`src/design/irpd_pkg.sv`:
```
// irpd_pkg: shared types, register map and timing match helper for the ir decoder
`timescale 1ns / 1ps

package irpd_pkg;

  // field widths of the transfers
  localparam int unsigned MODE_W     = 2;
  localparam int unsigned DUR_W      = 24;
  localparam int unsigned SCAN_W     = 64;
  localparam int unsigned PROTO_W    = 8;
  localparam int unsigned TIME_W     = 16;
  localparam int unsigned BCNT_W     = 7;
  localparam int unsigned OPT_W      = 2;
  localparam int unsigned PDATA_W    = 64;
  localparam int unsigned PADDR_W    = 6;
  localparam int unsigned REG_IDX_W  = 3;

  // sample kinds
  localparam logic [MODE_W-1:0] MODE_SPACE   = 2'd0;
  localparam logic [MODE_W-1:0] MODE_PULSE   = 2'd1;
  localparam logic [MODE_W-1:0] MODE_TIMEOUT = 2'd2;
  localparam logic [MODE_W-1:0] MODE_OTHER   = 2'd3;

  // register indexes, byte address is 8 * index
  localparam logic [REG_IDX_W-1:0] REG_MARGIN   = 3'd0;
  localparam logic [REG_IDX_W-1:0] REG_HEADER   = 3'd1;
  localparam logic [REG_IDX_W-1:0] REG_REPEAT   = 3'd2;
  localparam logic [REG_IDX_W-1:0] REG_BIT      = 3'd3;
  localparam logic [REG_IDX_W-1:0] REG_TRAILER  = 3'd4;
  localparam logic [REG_IDX_W-1:0] REG_BITCOUNT = 3'd5;
  localparam logic [REG_IDX_W-1:0] REG_OPTIONS  = 3'd6;
  localparam logic [REG_IDX_W-1:0] REG_PROTOCOL = 3'd7;

  // register reset values
  localparam logic [15:0] MARGIN_RST   = 16'd200;
  localparam logic [31:0] HEADER_RST   = 32'h0753_084D;
  localparam logic [31:0] REPEAT_RST   = 32'h0000_0000;
  localparam logic [47:0] BIT_RST      = 48'h0659_0177_0271;
  localparam logic [15:0] TRAILER_RST  = 16'd625;
  localparam logic [6:0]  BITCOUNT_RST = 7'd4;
  localparam logic [1:0]  OPTIONS_RST  = 2'd0;
  localparam logic [7:0]  PROTOCOL_RST = 8'd64;

  // option bits
  localparam int unsigned OPT_LSB_FIRST  = 0;
  localparam int unsigned OPT_NO_HEADER  = 1;

  // result kinds
  localparam logic EV_REPEAT  = 1'b0;
  localparam logic EV_KEYDOWN = 1'b1;

  typedef enum logic [2:0] {
    PH_IDLE      = 3'd0,
    PH_HDR_SPACE = 3'd1,
    PH_RPT_SPACE = 3'd2,
    PH_BIT_SPACE = 3'd3,
    PH_BIT_PULSE = 3'd4,
    PH_TRAILER   = 3'd5
  } phase_t;

  typedef struct packed {
    logic [MODE_W-1:0] mode;
    logic [DUR_W-1:0]  duration;
  } in_item_t;

  typedef struct packed {
    logic               event_res;
    logic [SCAN_W-1:0]  scancode;
    logic [PROTO_W-1:0] protocol_code;
  } out_item_t;

  // duration matches expected value: at least margin, and strictly within margin of it
  function automatic logic near_value(input logic [TIME_W-1:0] expect_val,
                                      input logic [DUR_W-1:0]  dur,
                                      input logic [TIME_W-1:0] margin);
    logic [DUR_W:0] e_plus;
    logic [DUR_W:0] d_plus;
    e_plus = {9'd0, expect_val} + {9'd0, margin};
    d_plus = {1'b0, dur} + {9'd0, margin};
    return ({8'd0, margin} <= dur) && (e_plus > {1'b0, dur}) && ({9'd0, expect_val} < d_plus);
  endfunction

endpackage

```
`src/design/ir_pulse_distance_decoder.sv`:
```
// ir_pulse_distance_decoder: pulse-distance infrared frame decoder with apb register port
//
//   channel  | direction | handshake           | payload
//   ---------+-----------+---------------------+--------------------------------------
//   in_      | input     | in_valid/in_ready   | in_data: mode, duration
//   out_     | output    | out_valid/out_ready | out_data: event_res, scancode, protocol_code
//   apb      | input     | psel/penable/pready | paddr, pwdata, pwrite, prdata
//
// one sample per cycle sustained while results are taken; a sample goes into the input
// register on its transfer, is decoded from there and any result goes to the output register
// the throughput is set by the single phase/shift/count update done per decode cycle
// a full output register that is not taken holds the decode stage, which then holds in_ready
// rst_n is synchronous and active low; it restores all configuration registers to their defaults and
// empties both pipeline registers, no clearing pass is needed
`timescale 1ns / 1ps

module ir_pulse_distance_decoder #(
  parameter int unsigned SCANCODE_WIDTH = 64
) (
  input  logic                          clk,
  input  logic                          rst_n,
  // sample input
  input  logic                          in_valid,
  output logic                          in_ready,
  input  irpd_pkg::in_item_t            in_data,
  // decoded results
  output logic                          out_valid,
  input  logic                          out_ready,
  output irpd_pkg::out_item_t           out_data,
  // register port
  input  logic                          psel,
  input  logic                          penable,
  input  logic                          pwrite,
  input  logic [irpd_pkg::PADDR_W-1:0]  paddr,
  input  logic [irpd_pkg::PDATA_W-1:0]  pwdata,
  output logic [irpd_pkg::PDATA_W-1:0]  prdata,
  output logic                          pready
);

  import irpd_pkg::*;

  localparam int unsigned SW = SCANCODE_WIDTH;

  // configuration registers
  logic [15:0] margin_r;
  logic [31:0] header_r;
  logic [31:0] repeat_r;
  logic [47:0] bit_r;
  logic [15:0] trailer_r;
  logic [6:0]  bit_count_r;
  logic [1:0]  options_r;
  logic [7:0]  protocol_r;

  logic                 wr_en;
  logic [REG_IDX_W-1:0] reg_idx;

  // pipeline and decode state
  logic      s1_valid_r;
  in_item_t  s1_item_r;
  logic      out_valid_r;
  out_item_t out_data_r;
  out_item_t out_data_nxt;
  logic      res_valid;

  phase_t           phase_r, phase_nxt;
  logic [SW-1:0]    shift_r, shift_nxt;
  logic [6:0]       bit_index_r, bit_index_nxt;

  logic fire;
  logic active;
  logic is_pulse;

  // timing matches on the sample in the decode stage
  logic m_hdr_pulse, m_hdr_space, m_rpt_pulse, m_rpt_space;
  logic m_bit_pulse, m_zero, m_one, m_trailer;
  logic rpt_enabled;

  logic [SW-1:0] set_vec;
  logic [SW-1:0] shifted;
  logic [6:0]    index_inc;

  // ---------------------------------------------------------------- register port
  assign pready  = 1'b1;
  assign reg_idx = paddr[PADDR_W-1 -: REG_IDX_W];
  assign wr_en   = psel && penable && pwrite;

  always_ff @(posedge clk) begin
    if (!rst_n) begin
      margin_r    <= MARGIN_RST;
      header_r    <= HEADER_RST;
      repeat_r    <= REPEAT_RST;
      bit_r       <= BIT_RST;
      trailer_r   <= TRAILER_RST;
      bit_count_r <= BITCOUNT_RST;
      options_r   <= OPTIONS_RST;
      protocol_r  <= PROTOCOL_RST;
    end else if (wr_en) begin
      unique case (reg_idx)
        REG_MARGIN:   margin_r    <= pwdata[15:0];
        REG_HEADER:   header_r    <= pwdata[31:0];
        REG_REPEAT:   repeat_r    <= pwdata[31:0];
        REG_BIT:      bit_r       <= pwdata[47:0];
        REG_TRAILER:  trailer_r   <= pwdata[15:0];
        REG_BITCOUNT: bit_count_r <= pwdata[6:0];
        REG_OPTIONS:  options_r   <= pwdata[1:0];
        REG_PROTOCOL: protocol_r  <= pwdata[7:0];
        default:      ;
      endcase
    end
  end

  // read back, zero extended to the bus width
  always_comb begin
    unique case (reg_idx)
      REG_MARGIN:   prdata = PDATA_W'(margin_r);
      REG_HEADER:   prdata = PDATA_W'(header_r);
      REG_REPEAT:   prdata = PDATA_W'(repeat_r);
      REG_BIT:      prdata = PDATA_W'(bit_r);
      REG_TRAILER:  prdata = PDATA_W'(trailer_r);
      REG_BITCOUNT: prdata = PDATA_W'(bit_count_r);
      REG_OPTIONS:  prdata = PDATA_W'(options_r);
      REG_PROTOCOL: prdata = PDATA_W'(protocol_r);
      default:      prdata = '0;
    endcase
  end

  // ---------------------------------------------------------------- input register
  // decode stage advances when the output register is free or being emptied
  assign fire     = s1_valid_r && (!out_valid_r || out_ready);
  assign in_ready = !s1_valid_r || fire;

  always_ff @(posedge clk) begin
    if (!rst_n) begin
      s1_valid_r <= 1'b0;
    end else if (in_ready) begin
      s1_valid_r <= in_valid;
    end
  end

  always_ff @(posedge clk) begin
    if (in_valid && in_ready) begin
      s1_item_r <= in_data;
    end
  end

  // other samples pass through without touching the state
  assign active   = fire && (s1_item_r.mode != MODE_OTHER);
  // a timeout counts as a space
  assign is_pulse = (s1_item_r.mode == MODE_PULSE);

  // ---------------------------------------------------------------- duration matches
  assign rpt_enabled = (repeat_r[15:0] != 16'd0);
  assign m_hdr_pulse = near_value(header_r[15:0],  s1_item_r.duration, margin_r);
  assign m_hdr_space = near_value(header_r[31:16], s1_item_r.duration, margin_r);
  assign m_rpt_pulse = near_value(repeat_r[15:0],  s1_item_r.duration, margin_r);
  assign m_rpt_space = near_value(repeat_r[31:16], s1_item_r.duration, margin_r);
  assign m_bit_pulse = near_value(bit_r[15:0],     s1_item_r.duration, margin_r);
  assign m_zero      = near_value(bit_r[31:16],    s1_item_r.duration, margin_r);
  assign m_one       = near_value(bit_r[47:32],    s1_item_r.duration, margin_r);
  assign m_trailer   = near_value(trailer_r,       s1_item_r.duration, margin_r);

  // ---------------------------------------------------------------- bit insertion
  // lsb-first sets the bit at the current index, indexes past the code width drop out
  always_comb begin
    for (int i = 0; i < SW; i++) begin
      set_vec[i] = (bit_index_r == 7'(i));
    end
  end

  assign index_inc = bit_index_r + 7'd1;

  always_comb begin
    if (options_r[OPT_LSB_FIRST]) begin
      shifted = shift_r;
    end else begin
      shifted = {shift_r[SW-2:0], 1'b0};
    end
  end

  // ---------------------------------------------------------------- next phase
  always_comb begin
    phase_nxt = phase_r;
    if (active) begin
      unique case (phase_r)
        PH_HDR_SPACE: begin
          phase_nxt = (!is_pulse && m_hdr_space) ? PH_BIT_PULSE : PH_IDLE;
        end
        PH_RPT_SPACE: begin
          phase_nxt = (!is_pulse && m_rpt_space) ? PH_TRAILER : PH_IDLE;
        end
        PH_IDLE: begin
          // header beats repeat, repeat beats an absent header
          priority if (is_pulse && m_hdr_pulse) begin
            phase_nxt = PH_HDR_SPACE;
          end else if (is_pulse && rpt_enabled && m_rpt_pulse) begin
            phase_nxt = PH_RPT_SPACE;
          end else if (options_r[OPT_NO_HEADER]) begin
            phase_nxt = (is_pulse && m_bit_pulse) ? PH_BIT_SPACE : PH_IDLE;
          end else begin
            phase_nxt = PH_IDLE;
          end
        end
        PH_BIT_PULSE: begin
          phase_nxt = (is_pulse && m_bit_pulse) ? PH_BIT_SPACE : PH_IDLE;
        end
        PH_BIT_SPACE: begin
          if (is_pulse || (!m_one && !m_zero)) begin
            phase_nxt = PH_IDLE;
          end else if (index_inc == bit_count_r) begin
            phase_nxt = PH_TRAILER;
          end else begin
            phase_nxt = PH_BIT_PULSE;
          end
        end
        PH_TRAILER: begin
          phase_nxt = PH_IDLE;
        end
        default: begin
          phase_nxt = PH_IDLE;
        end
      endcase
    end
  end

  // ---------------------------------------------------------------- data and results
  always_comb begin
    shift_nxt     = shift_r;
    bit_index_nxt = bit_index_r;
    res_valid     = 1'b0;
    out_data_nxt  = out_data_r;
    if (active) begin
      unique case (phase_r)
        PH_IDLE: begin
          priority if (is_pulse && m_hdr_pulse) begin
            shift_nxt     = '0;
            bit_index_nxt = '0;
          end else if (is_pulse && rpt_enabled && m_rpt_pulse) begin
            bit_index_nxt = '0;
          end else if (options_r[OPT_NO_HEADER]) begin
            // header may be missing: start a fresh frame on this pulse
            shift_nxt     = '0;
            bit_index_nxt = '0;
          end else begin
            shift_nxt = shift_r;
          end
        end
        PH_BIT_SPACE: begin
          if (!is_pulse) begin
            if (m_one) begin
              shift_nxt = options_r[OPT_LSB_FIRST] ? (shifted | set_vec)
                                                   : (shifted | SW'(1));
            end else begin
              shift_nxt = shifted;
            end
            if (m_one || m_zero) begin
              bit_index_nxt = index_inc;
            end
          end
        end
        PH_TRAILER: begin
          if (is_pulse && m_trailer) begin
            res_valid = 1'b1;
            // no data bits means a repeat frame
            if (bit_index_r == 7'd0) begin
              out_data_nxt.event_res     = EV_REPEAT;
              out_data_nxt.scancode      = '0;
              out_data_nxt.protocol_code = '0;
            end else begin
              out_data_nxt.event_res     = EV_KEYDOWN;
              out_data_nxt.scancode      = SCAN_W'(shift_r);
              out_data_nxt.protocol_code = protocol_r;
            end
          end
        end
        default: begin
          shift_nxt = shift_r;
        end
      endcase
    end
  end

  // ---------------------------------------------------------------- state and output registers
  always_ff @(posedge clk) begin
    if (!rst_n) begin
      phase_r     <= PH_IDLE;
      shift_r     <= '0;
      bit_index_r <= '0;
      out_valid_r <= 1'b0;
    end else begin
      phase_r     <= phase_nxt;
      shift_r     <= shift_nxt;
      bit_index_r <= bit_index_nxt;
      if (res_valid) begin
        out_valid_r <= 1'b1;
      end else if (out_ready) begin
        out_valid_r <= 1'b0;
      end
    end
  end

  always_ff @(posedge clk) begin
    if (res_valid) begin
      out_data_r <= out_data_nxt;
    end
  end

  assign out_valid = out_valid_r;
  assign out_data  = out_data_r;

  // ---------------------------------------------------------------- assertions
  a_result_from_trailer : assert property (@(posedge clk) disable iff (!rst_n)
    res_valid |-> (phase_r == PH_TRAILER) && fire)
    else $error("result raised outside the trailer phase");

  a_repeat_is_blank : assert property (@(posedge clk) disable iff (!rst_n)
    (out_valid_r && (out_data_r.event_res == EV_REPEAT)) |->
      (out_data_r.scancode == '0) && (out_data_r.protocol_code == '0))
    else $error("repeat result carries data");

  a_header_clears : assert property (@(posedge clk) disable iff (!rst_n)
    (phase_r == PH_HDR_SPACE) |-> (bit_index_r == '0) && (shift_r == '0))
    else $error("header seen without a cleared frame");

  a_ready_only_on_stall : assert property (@(posedge clk) disable iff (!rst_n)
    !in_ready |-> s1_valid_r && out_valid_r && !out_ready)
    else $error("input held off without a stalled output");

  a_no_drop : assert property (@(posedge clk) disable iff (!rst_n)
    (out_valid_r && !out_ready) |=> out_valid_r && $stable(out_data_r))
    else $error("stalled result lost or changed");

endmodule

```
`config.mk`:
```
export PLATFORM = sky130hd
export DESIGN_NAME = ir_pulse_distance_decoder
export DESIGN_NICKNAME = d
export VERILOG_FILES = /design/src/design/irpd_pkg.sv /design/src/design/ir_pulse_distance_decoder.sv
export SDC_FILE = /design/constraint.sdc
export NUM_CORES = 1
export LEC_CHECK = 0
export BUFFER_PORTS_ARGS = -buffer_cell sky130_fd_sc_hd__buf_2
export CAP_MARGIN = 20
export CELL_PAD_IN_SITES_DETAIL_PLACEMENT = 1
export CELL_PAD_IN_SITES_GLOBAL_PLACEMENT = 2
export CORE_AREA = 3 3 261 263
export DETAILED_ROUTE_END_ITERATION = 8
export DIE_AREA = 0 0 264 266
export HOLD_SLACK_MARGIN = 0.03
export PLACE_DENSITY = 0.94
export SYNTH_ARGS = -nofsm -noshare
export SYNTH_HDL_FRONTEND = slang
export SYNTH_SLANG_ARGS = --single-unit
```
`constraint.sdc`:
```
create_clock -name clk -period 11.3 [get_ports clk]
set_input_delay 2.26 -clock clk [delete_from_list [all_inputs] [get_ports clk]]
set_output_delay 2.26 -clock clk [all_outputs]
set_load 0.02 [all_outputs]
```
==> results by group, run 1 <==
Power
  – Sw Share: 29.49%
  – Logic pwr share: 16.1%
  – Cell Pwr Density: 105.5 nW/um^2
  – Leak: 13.02 nW
  – Power Internal: 2.220 mW
  – Part of the power in registers: 40.4%
  – Switching pwr: 928.6 uW
  – Clock share of power: 43.5%
  – Worst IR Drop VDD: 100.1 uV

Clocking
  – Post-CTS Resized: 0
  – Bufs on Longest Clock Path: 3
  – H-tree levels: 2
  – Num CTS Buffers: 39
  – Worst-path clk slew: 0.06 ns
  – Postcts setup bufs: 0
  – CTS root buf: clkbuf_16
  – Num Clock Sinks: 336
  – Hold-fix buffers at CTS: 0
  – CTS tree: yes
  – Clock latency on the worst-skew pair: 0.59 ns

Timing
  – Final setup TNS: 0 ns
  – Final Hold Fails: 0
  – Achievable Freq: 144.8 MHz
  – Final min period: 6.907 ns
  – Final period utilization: 61.12%
  – Setup Skew: 0.02652 ns
  – Final Max Tran Viols: 0
  – Setup-failing EPs final: 0
  – Worst Tran Pin Value: 1.148 ns
  – RSZ-0062 raised after global routing: no
  – Max-slew headroom: 23.37%

Logic synthesis
  – Asr flop ratio synth: 0%
  – Syn. warnings: 0
  – Mean Syn Cell Area: 8.614 sq um
  – Leading area contributor after synthesis: ha_1
  – Synth area leaders: ha_1 20%, dfxtp_1 18%, edfxtp_1 11%
  – Area fraction of the dominant cell type after synthesis: 20.00%
  – Post-Synthesis Cells: 3051
  – Number of synthesized register bits: 336
  – Mapped cell area: 26280 sq um
  – Sequential fraction of the synthesis area: 29.37%
  – Synth cell types: 82
  – Top_reg_cell synth: dfxtp_1
  – Number of synthesized flops with an enable pin: 99

GRT
  – First-pass GRT wire length: 153200 um
  – Total GRT Usage: 28.22%
  – Grt ovf: 0
  – Pin count of the biggest net entering global routing: 74
  – Initial antenna violation count: 3
  – Vias in the first global route: 25150

Final layout
  – Fillers: 7834
  – Most frequent cells in the layout: 420 x ha_1, 391 x nand2_1, 274 x a21oi_1, 237 x dfxtp_1, 206 x buf_2
  – Area growth syn-to-layout: 13.55%
  – Layout cells sized above 1: 11.75%
  – Commonest non-fill, non-tap cell in the layout: ha_1
  – Nets: 3777
  – N_diodes: 0
  – Final core utilization: 45.31%

Die
  – Placeable Area: 65860 sq um
  – Initial Util: 39.90%
  – Die Ht: 266 um
  – Die width: 264 um
  – Number of cell rows: 94
  – Die ar.: 70220 sq um
  – Ports: 243

Worst setup path
  – CP Launch Type: input port
  – Crit-path cells: buf_2, buf_4, nor2b_1, buf_4, a221oi_1, nor2_1, a311oi_1, nor2_1, buf_2
  – Critical path class: in -> out
  – Max incr delay on CP: 0.62 ns
  – Crit-path max FO: 29
  – CP max stage cell: buf_4
  – Crit. End Element: output pin
  – Worst Path Arrival: 4.65 ns
  – Data required time at the worst endpoint: 9.04 ns

Placed design
  – Buffers on Ports: 206
  – Final Wtd Congestion: 0.9472
  – Dpl hpwl: 74940 um

Route
  – Vias after detailed routing: 24860
  – DRC: 0
  – Wire per inst: 24.58 um
  – Final WL: 101800 um
  – Vias per cell: 6.006
  – 1st-pass router iterations: 5
  – Iteration-0 DRC Markers: 2074
  – Detail Route Antenna Nets: 0

Outcome
  – Outcome: finished clean

Hold path
  – HP Class: reg -> reg

Run
  – Max Cap Viol: 0
cell type report:
class / count / area [sq um] / area share [%]
Clock buffer: 54 / 1115 / 3.736
Clock inverter: 18 / 256.5 / 0.8595
Inverter: 128 / 483.0 / 1.618
Multi-Input combinational cell: 2472 / 17680 / 59.23
Sequential cell: 336 / 7717 / 25.86
Tap cell: 864 / 1081 / 3.622
Timing Repair Buffer: 268 / 1513 / 5.069
logic make-up after synthesis:
| family | count (synthesis) | synth area share (%) |
|---|---|---|
| buf+inv | 258 | 3.980 |
| compound gates | 776 | 19.61 |
| simple gates | 1057 | 19.12 |
| mux | 61 | 2.814 |
| other cells | 2 | 0.02858 |
| xor+xnor | 132 | 4.399 |
| flops | 336 | 29.37 |
| fa+ha+maj | 429 | 20.68 |
stage by stage:
stage	power [mW]	std cells	cell area (sq um)	setup slack, ns	hold WS [ns]
after floorplan	1.589	3066	26340	4.999	0.4377
after global placement	1.776	4065	28430	4.448	0.4589
after detailed placement	1.790	4066	28450	4.434	0.4677
after CTS	3.165	4138	29820	4.414	0.4908
after global routing	3.269	4140	29840	4.108	0.5178
final	3.149	4140	29840	4.393	0.4944
power by group through the flow:
stage                     Sequential, mW  Combinational, mW  Clock (mW)
after floorplan                     1.29              0.304           0
final                               1.27              0.507        1.37
after detailed placement            1.30              0.492           0
after CTS                           1.27              0.497        1.40
after global routing                1.27              0.553        1.44
after global placement              1.30              0.478           0
cells in the mapped netlist, types with 12 or more instances:
library cell,number
nand2_1,392
inv_1,128
and2_1,151
a221o_1,63
dfxtp_1,237
and3_1,26
nor2b_1,38
xnor2_1,103
nor4_1,12
nand2b_1,19
buf_4,17
mux2i_1,48
o21ai_0,113
nand3_1,115
a21o_1,58
o211ai_1,21
nor3_1,50
edfxtp_1,99
o31ai_1,28
a21oi_1,274
o21bai_1,17
nor2_1,180
nand4_1,35
xor2_1,29
a211oi_1,22
ha_1,420
a31oi_1,35
clkbuf_1,97
o21a_1,29
layer usage:
metal	global-route usage [%]	routed length, um	vias up
li1	-	-	11490
met1	37.71	44740	12360
met2	46.37	45860	829
met3	4.700	7358	180
met4	9.514	3803	2
met5	0	9	-
critical path, delay by kind of cell:
kind                   cells  cell delay [ns]
AND/OR/NAND/NOR            3             0.52
AO/OA/AOI/OAI              2             0.23
buffers and inverters      4             1.58
path summary, 6_finish.rpt:
| check | startpoint | to | slack (ns) | depth (start not counted) |
|---|---|---|---|---|
| setup / recovery | paddr[4] | prdata[0] | 4.39 | 9 |
| hold / removal | margin_r[15] | margin_r[15] | 0.49 | 2 |
| setup reg to reg | margin_r[1] | shift_r[41] | 4.54 | 25 |
| hold reg to reg | margin_r[15] | margin_r[15] | 0.49 | 2 |
state kept, by name (all words and copies together) (netlist names):
name,count
bit_count_r,7
bit_index_r,7
bit_r,48
header_r,32
margin_r,16
options_r,2
out_data,73
out_valid,1
phase_r,3
protocol_r,8
repeat_r,32
s1_item_r,26
s1_valid_r,1
shift_r,64
trailer_r,16
Note: power is estimated with default switching activity, not from simulation.
==> run 2: changes to the inputs <==
- ABC_AREA: not set -> 1
- CORE_AREA: 3 3 261 263 -> 3 3 285 287
- DIE_AREA: 0 0 264 266 -> 0 0 288 290
- PLACE_DENSITY: 0.94 -> 0.88
- clock period: 11.3 -> 6.8 ns (I/O delays scaled with it)
==> run 2 against run 1 <==
Register-to-register slack lost 3.4 ns. Combinational power is 54% higher. Worst hold slack lost 0.018 ns. Sequential share of layout area is 1.2 points lower. Non-clock buffer count rose by 7. Critical endpoint is now shift_r[20]. Largest power group unchanged. Highest routed layer unchanged.
==> results by group, run 2 <==
Logic synthesis
  – Mux cell area share after synthesis: 0% (-2.8 points)
  – Mapped cell area: 27510 sq um (+4.7%)
  – Number of synthesized register bits: 336 (unchanged)
  – Top cells by count, synth: 630 x nand2_1, 488 x nor2_1, 420 x ha_1, 413 x inv_1, 395 x a21oi_1
  – Asr flop ratio synth: 0% (unchanged)
  – Simple-gate share of the synthesized area: 23.34% (+4.2 points)
  – Adder-Cell Fraction of Synth Area: 19.76% (-0.92 points)
  – Leading area contributor after synthesis: ha_1
  – Post-Synthesis Cells: 3792 (+24%)
  – Syn. warnings: 0 (unchanged)
  – Top_reg_cell synth: dfxtp_1
  – Number of synthesized flops with an enable pin: 99 (unchanged)
  – Mean Syn Cell Area: 7.254 sq um (-16%)
  – Largest family of logic cells by synthesized area: simple AND/OR/NAND/NOR gates
  – Most numerous cell in the Yosys netlist: nand2_1
  – Sequential fraction of the synthesis area: 28.06% (-1.3 points)
  – Compound-Gate Fraction of Synth Area: 16.44% (-3.2 points)
  – Synth cell types: 56 (-32%)
  – Xor and xnor area share after synthesis: 4.080% (-0.32 points)
  – Synth area leaders: ha_1 19%, dfxtp_1 17%, edfxtp_1 11%
  – Area fraction of the dominant cell type after synthesis: 19.10% (-0.89 points)

Hold path
  – HP Class: reg -> reg
  – Worst min-delay path startpoint: phase_r[0]
  – Hold depth: 2 (unchanged)
  – Worst Hold Path EP: phase_r[0]

Die
  – Die Ht: 290 um (+9.0%)
  – Die width: 288 um (+9.1%)
  – Number of cell rows: 103 (+9.6%)
  – Die ar.: 83520 sq um (+19%)
  – Ports: 243 (unchanged)
  – Initial Util: 34.88% (-5.0 points)
  – Placeable Area: 78870 sq um (+20%)

Worst setup path
  – Crit-path max FO: 62 (+110%)
  – R2r startpoint: margin_r[0]
  – CP Launch Type: flip-flop
  – Worst Path Arrival: 6.22 ns (+1.57 ns)
  – Worst r2r dst: shift_r[20]
  – Most frequent CP cell: nand2_1
  – Max incr delay on CP: 0.83 ns (+0.21 ns)
  – R2R Setup Slk: 1.10 ns (-3.44 ns)
  – CP max stage cell: dfxtp_1
  – Data required time at the worst endpoint: 7.32 ns (-1.72 ns)
  – R2r worst-path depth: 29 (+16%)
  – Crit. End Element: flip-flop
  – Critical path class: reg -> reg

Route
  – Final WL: 106800 um (+5.0%)
  – Detail Route Antenna Nets: 0 (unchanged)
  – DRC: 0 (unchanged)
  – Wire per inst: 21.06 um (-14%)
  – 1st-pass router iterations: 7 (+2)
  – Vias after detailed routing: 27330 (+9.9%)
  – Vias per cell: 5.388 (-10%)
  – Iteration-0 DRC Markers: 1768 (-15%)

Timing
  – Minimum hold slack: 0.4764 ns (-0.01807 ns)
  – Final min period: 5.700 ns
  – Achievable Freq: 175.4 MHz
  – RSZ-0062 raised after global routing: no
  – Max-slew headroom: 25.79% (+2.4 points)
  – Worst Tran Pin Value: 1.109 ns (-0.03888 ns)
  – Setup Skew: 0.02220 ns (-0.004318 ns)
  – Final setup TNS: 0 ns (unchanged)
  – Final period utilization: 83.82%
  – Final Max Tran Viols: 0 (unchanged)
  – Setup-failing EPs final: 0 (unchanged)
  – Final Hold Fails: 0 (unchanged)

Clocking
  – CTS root buf: clkbuf_16
  – Hold-fix buffers at CTS: 0 (unchanged)
  – Worst-path clk slew: 0.06 ns (about the same)
  – H-tree levels: 2 (unchanged)
  – Num Clock Sinks: 336 (unchanged)
  – Post-CTS Resized: 0 (unchanged)
  – Postcts setup bufs: 0 (unchanged)
  – Bufs on Longest Clock Path: 3 (unchanged)
  – CTS tree: yes
  – Num CTS Buffers: 42 (+7.7%)
  – Clock latency on the worst-skew pair: 0.59 ns (about the same)

Final layout
  – Nets: 4517 (+20%)
  – Max FFs per register: 73 (unchanged)
  – Commonest non-fill, non-tap cell in the layout: nand2_1
  – Final core utilization: 39.66% (-5.7 points)
  – Layout cells sized above 1: 10.30% (-1.5 points)
  – Most frequent cells in the layout: 630 x nand2_1, 486 x nor2_1, 420 x ha_1, 409 x inv_1, 395 x a21oi_1
  – Area growth syn-to-layout: 13.70%

GRT
  – Pin count of the biggest net entering global routing: 215 (+190%)
  – First-pass GRT wire length: 162600 um (+6.2%)
  – Initial antenna violation count: 7 (+4)
  – Grt ovf: 0 (unchanged)
  – Total GRT Usage: 24.95% (-3.3 points)
  – Vias in the first global route: 27410 (+9.0%)

Power
  – Leak: 15.18 nW (+17%)
  – Worst IR Drop VDD: 155.4 uV (+55%)
  – Cell Pwr Density: 165.6 nW/um^2 (+57%)

Outcome
  – Outcome: finished clean

Run
  – Max Cap Viol: 0 (unchanged)

Placed design
  – Final Wtd Congestion: 0.9172 (-3.2%)
  – Dpl hpwl: 80350 um (+7.2%)
  – Buffers on Ports: 206 (unchanged)
run 2: worst max-delay path by stage:
stage | depth (start not counted) | start | to | slack, ns
floorplan | 23 | margin_r[0] | out_data[0] | 1.67
global placement | 37 | margin_r[0] | shift_r[45] | 1.24
detailed placement | 37 | margin_r[0] | shift_r[1] | 1.20
CTS | 37 | margin_r[0] | shift_r[58] | 1.16
global route | 37 | margin_r[0] | shift_r[58] | 0.61
finish | 29 | margin_r[0] | shift_r[20] | 1.10
run 2: metrics by stage:
stage,power (mW),instances,setup WS (ns),area [sq um]
after floorplan,2.616,3807,1.671,27560
after global placement,2.895,4989,1.243,29860
after detailed placement,2.917,4991,1.196,29890
after CTS,5.235,5069,1.156,31270
after global routing,5.403,5071,0.6084,31280
final,5.181,5072,1.100,31280
run 2: cells by family (layout without fill, tap and decap cells):
group                    Yosys count  after routing
other                              2             20
XOR/XNOR                         126            126
AND/OR/NAND/NOR                 1515           1515
adder cells (fa/ha/maj)          429            429
flip-flops                       336            336
buffers and inverters            574            786
AO/OA/AOI/OAI                    810            810
run 2: routing by layer:
layer | vias up | part of all wire (%) | global-route usage (%)
met3 | 156 | 5.6 | 3.535
met5 | - | 0.025 | 0
li1 | 13260 | - | -
met4 | 4 | 2.6 | 6.203
met2 | 646 | 45 | 41.00
met1 | 13270 | 46 | 34.34
run 2: report_power, final:
| group | internal (mW) | switching, mW | total, mW |
|---|---|---|---|
| registers | 2.08 | 0.0285 | 2.11 |
| logic | 0.252 | 0.527 | 0.779 |
| clock network | 1.32 | 0.977 | 2.30 |
| total | 3.65 | 1.53 | 5.18 |
run 2: critical path, delay by kind of cell (launching register included):
| family | cells | cell delay [ns] |
|---|---|---|
| simple gates | 13 | 1.64 |
| compound gates | 7 | 1.23 |
| fa+ha+maj | 3 | 0.98 |
| flops | 1 | 0.83 |
| buf+inv | 5 | 0.82 |
| xor+xnor | 1 | 0.09 |
run 2: final cells by class:
cell class	instances	area [sq um]
Antenna cell	3	7.507
Fill cell	10030	47590
Timing Repair Buffer	275	1634
Tap cell	1050	1314
Clock inverter	23	227.7
Multi-Input combinational cell	2897	17600
Clock buffer	55	1155
Sequential cell	336	7719
Inverter	433	1625
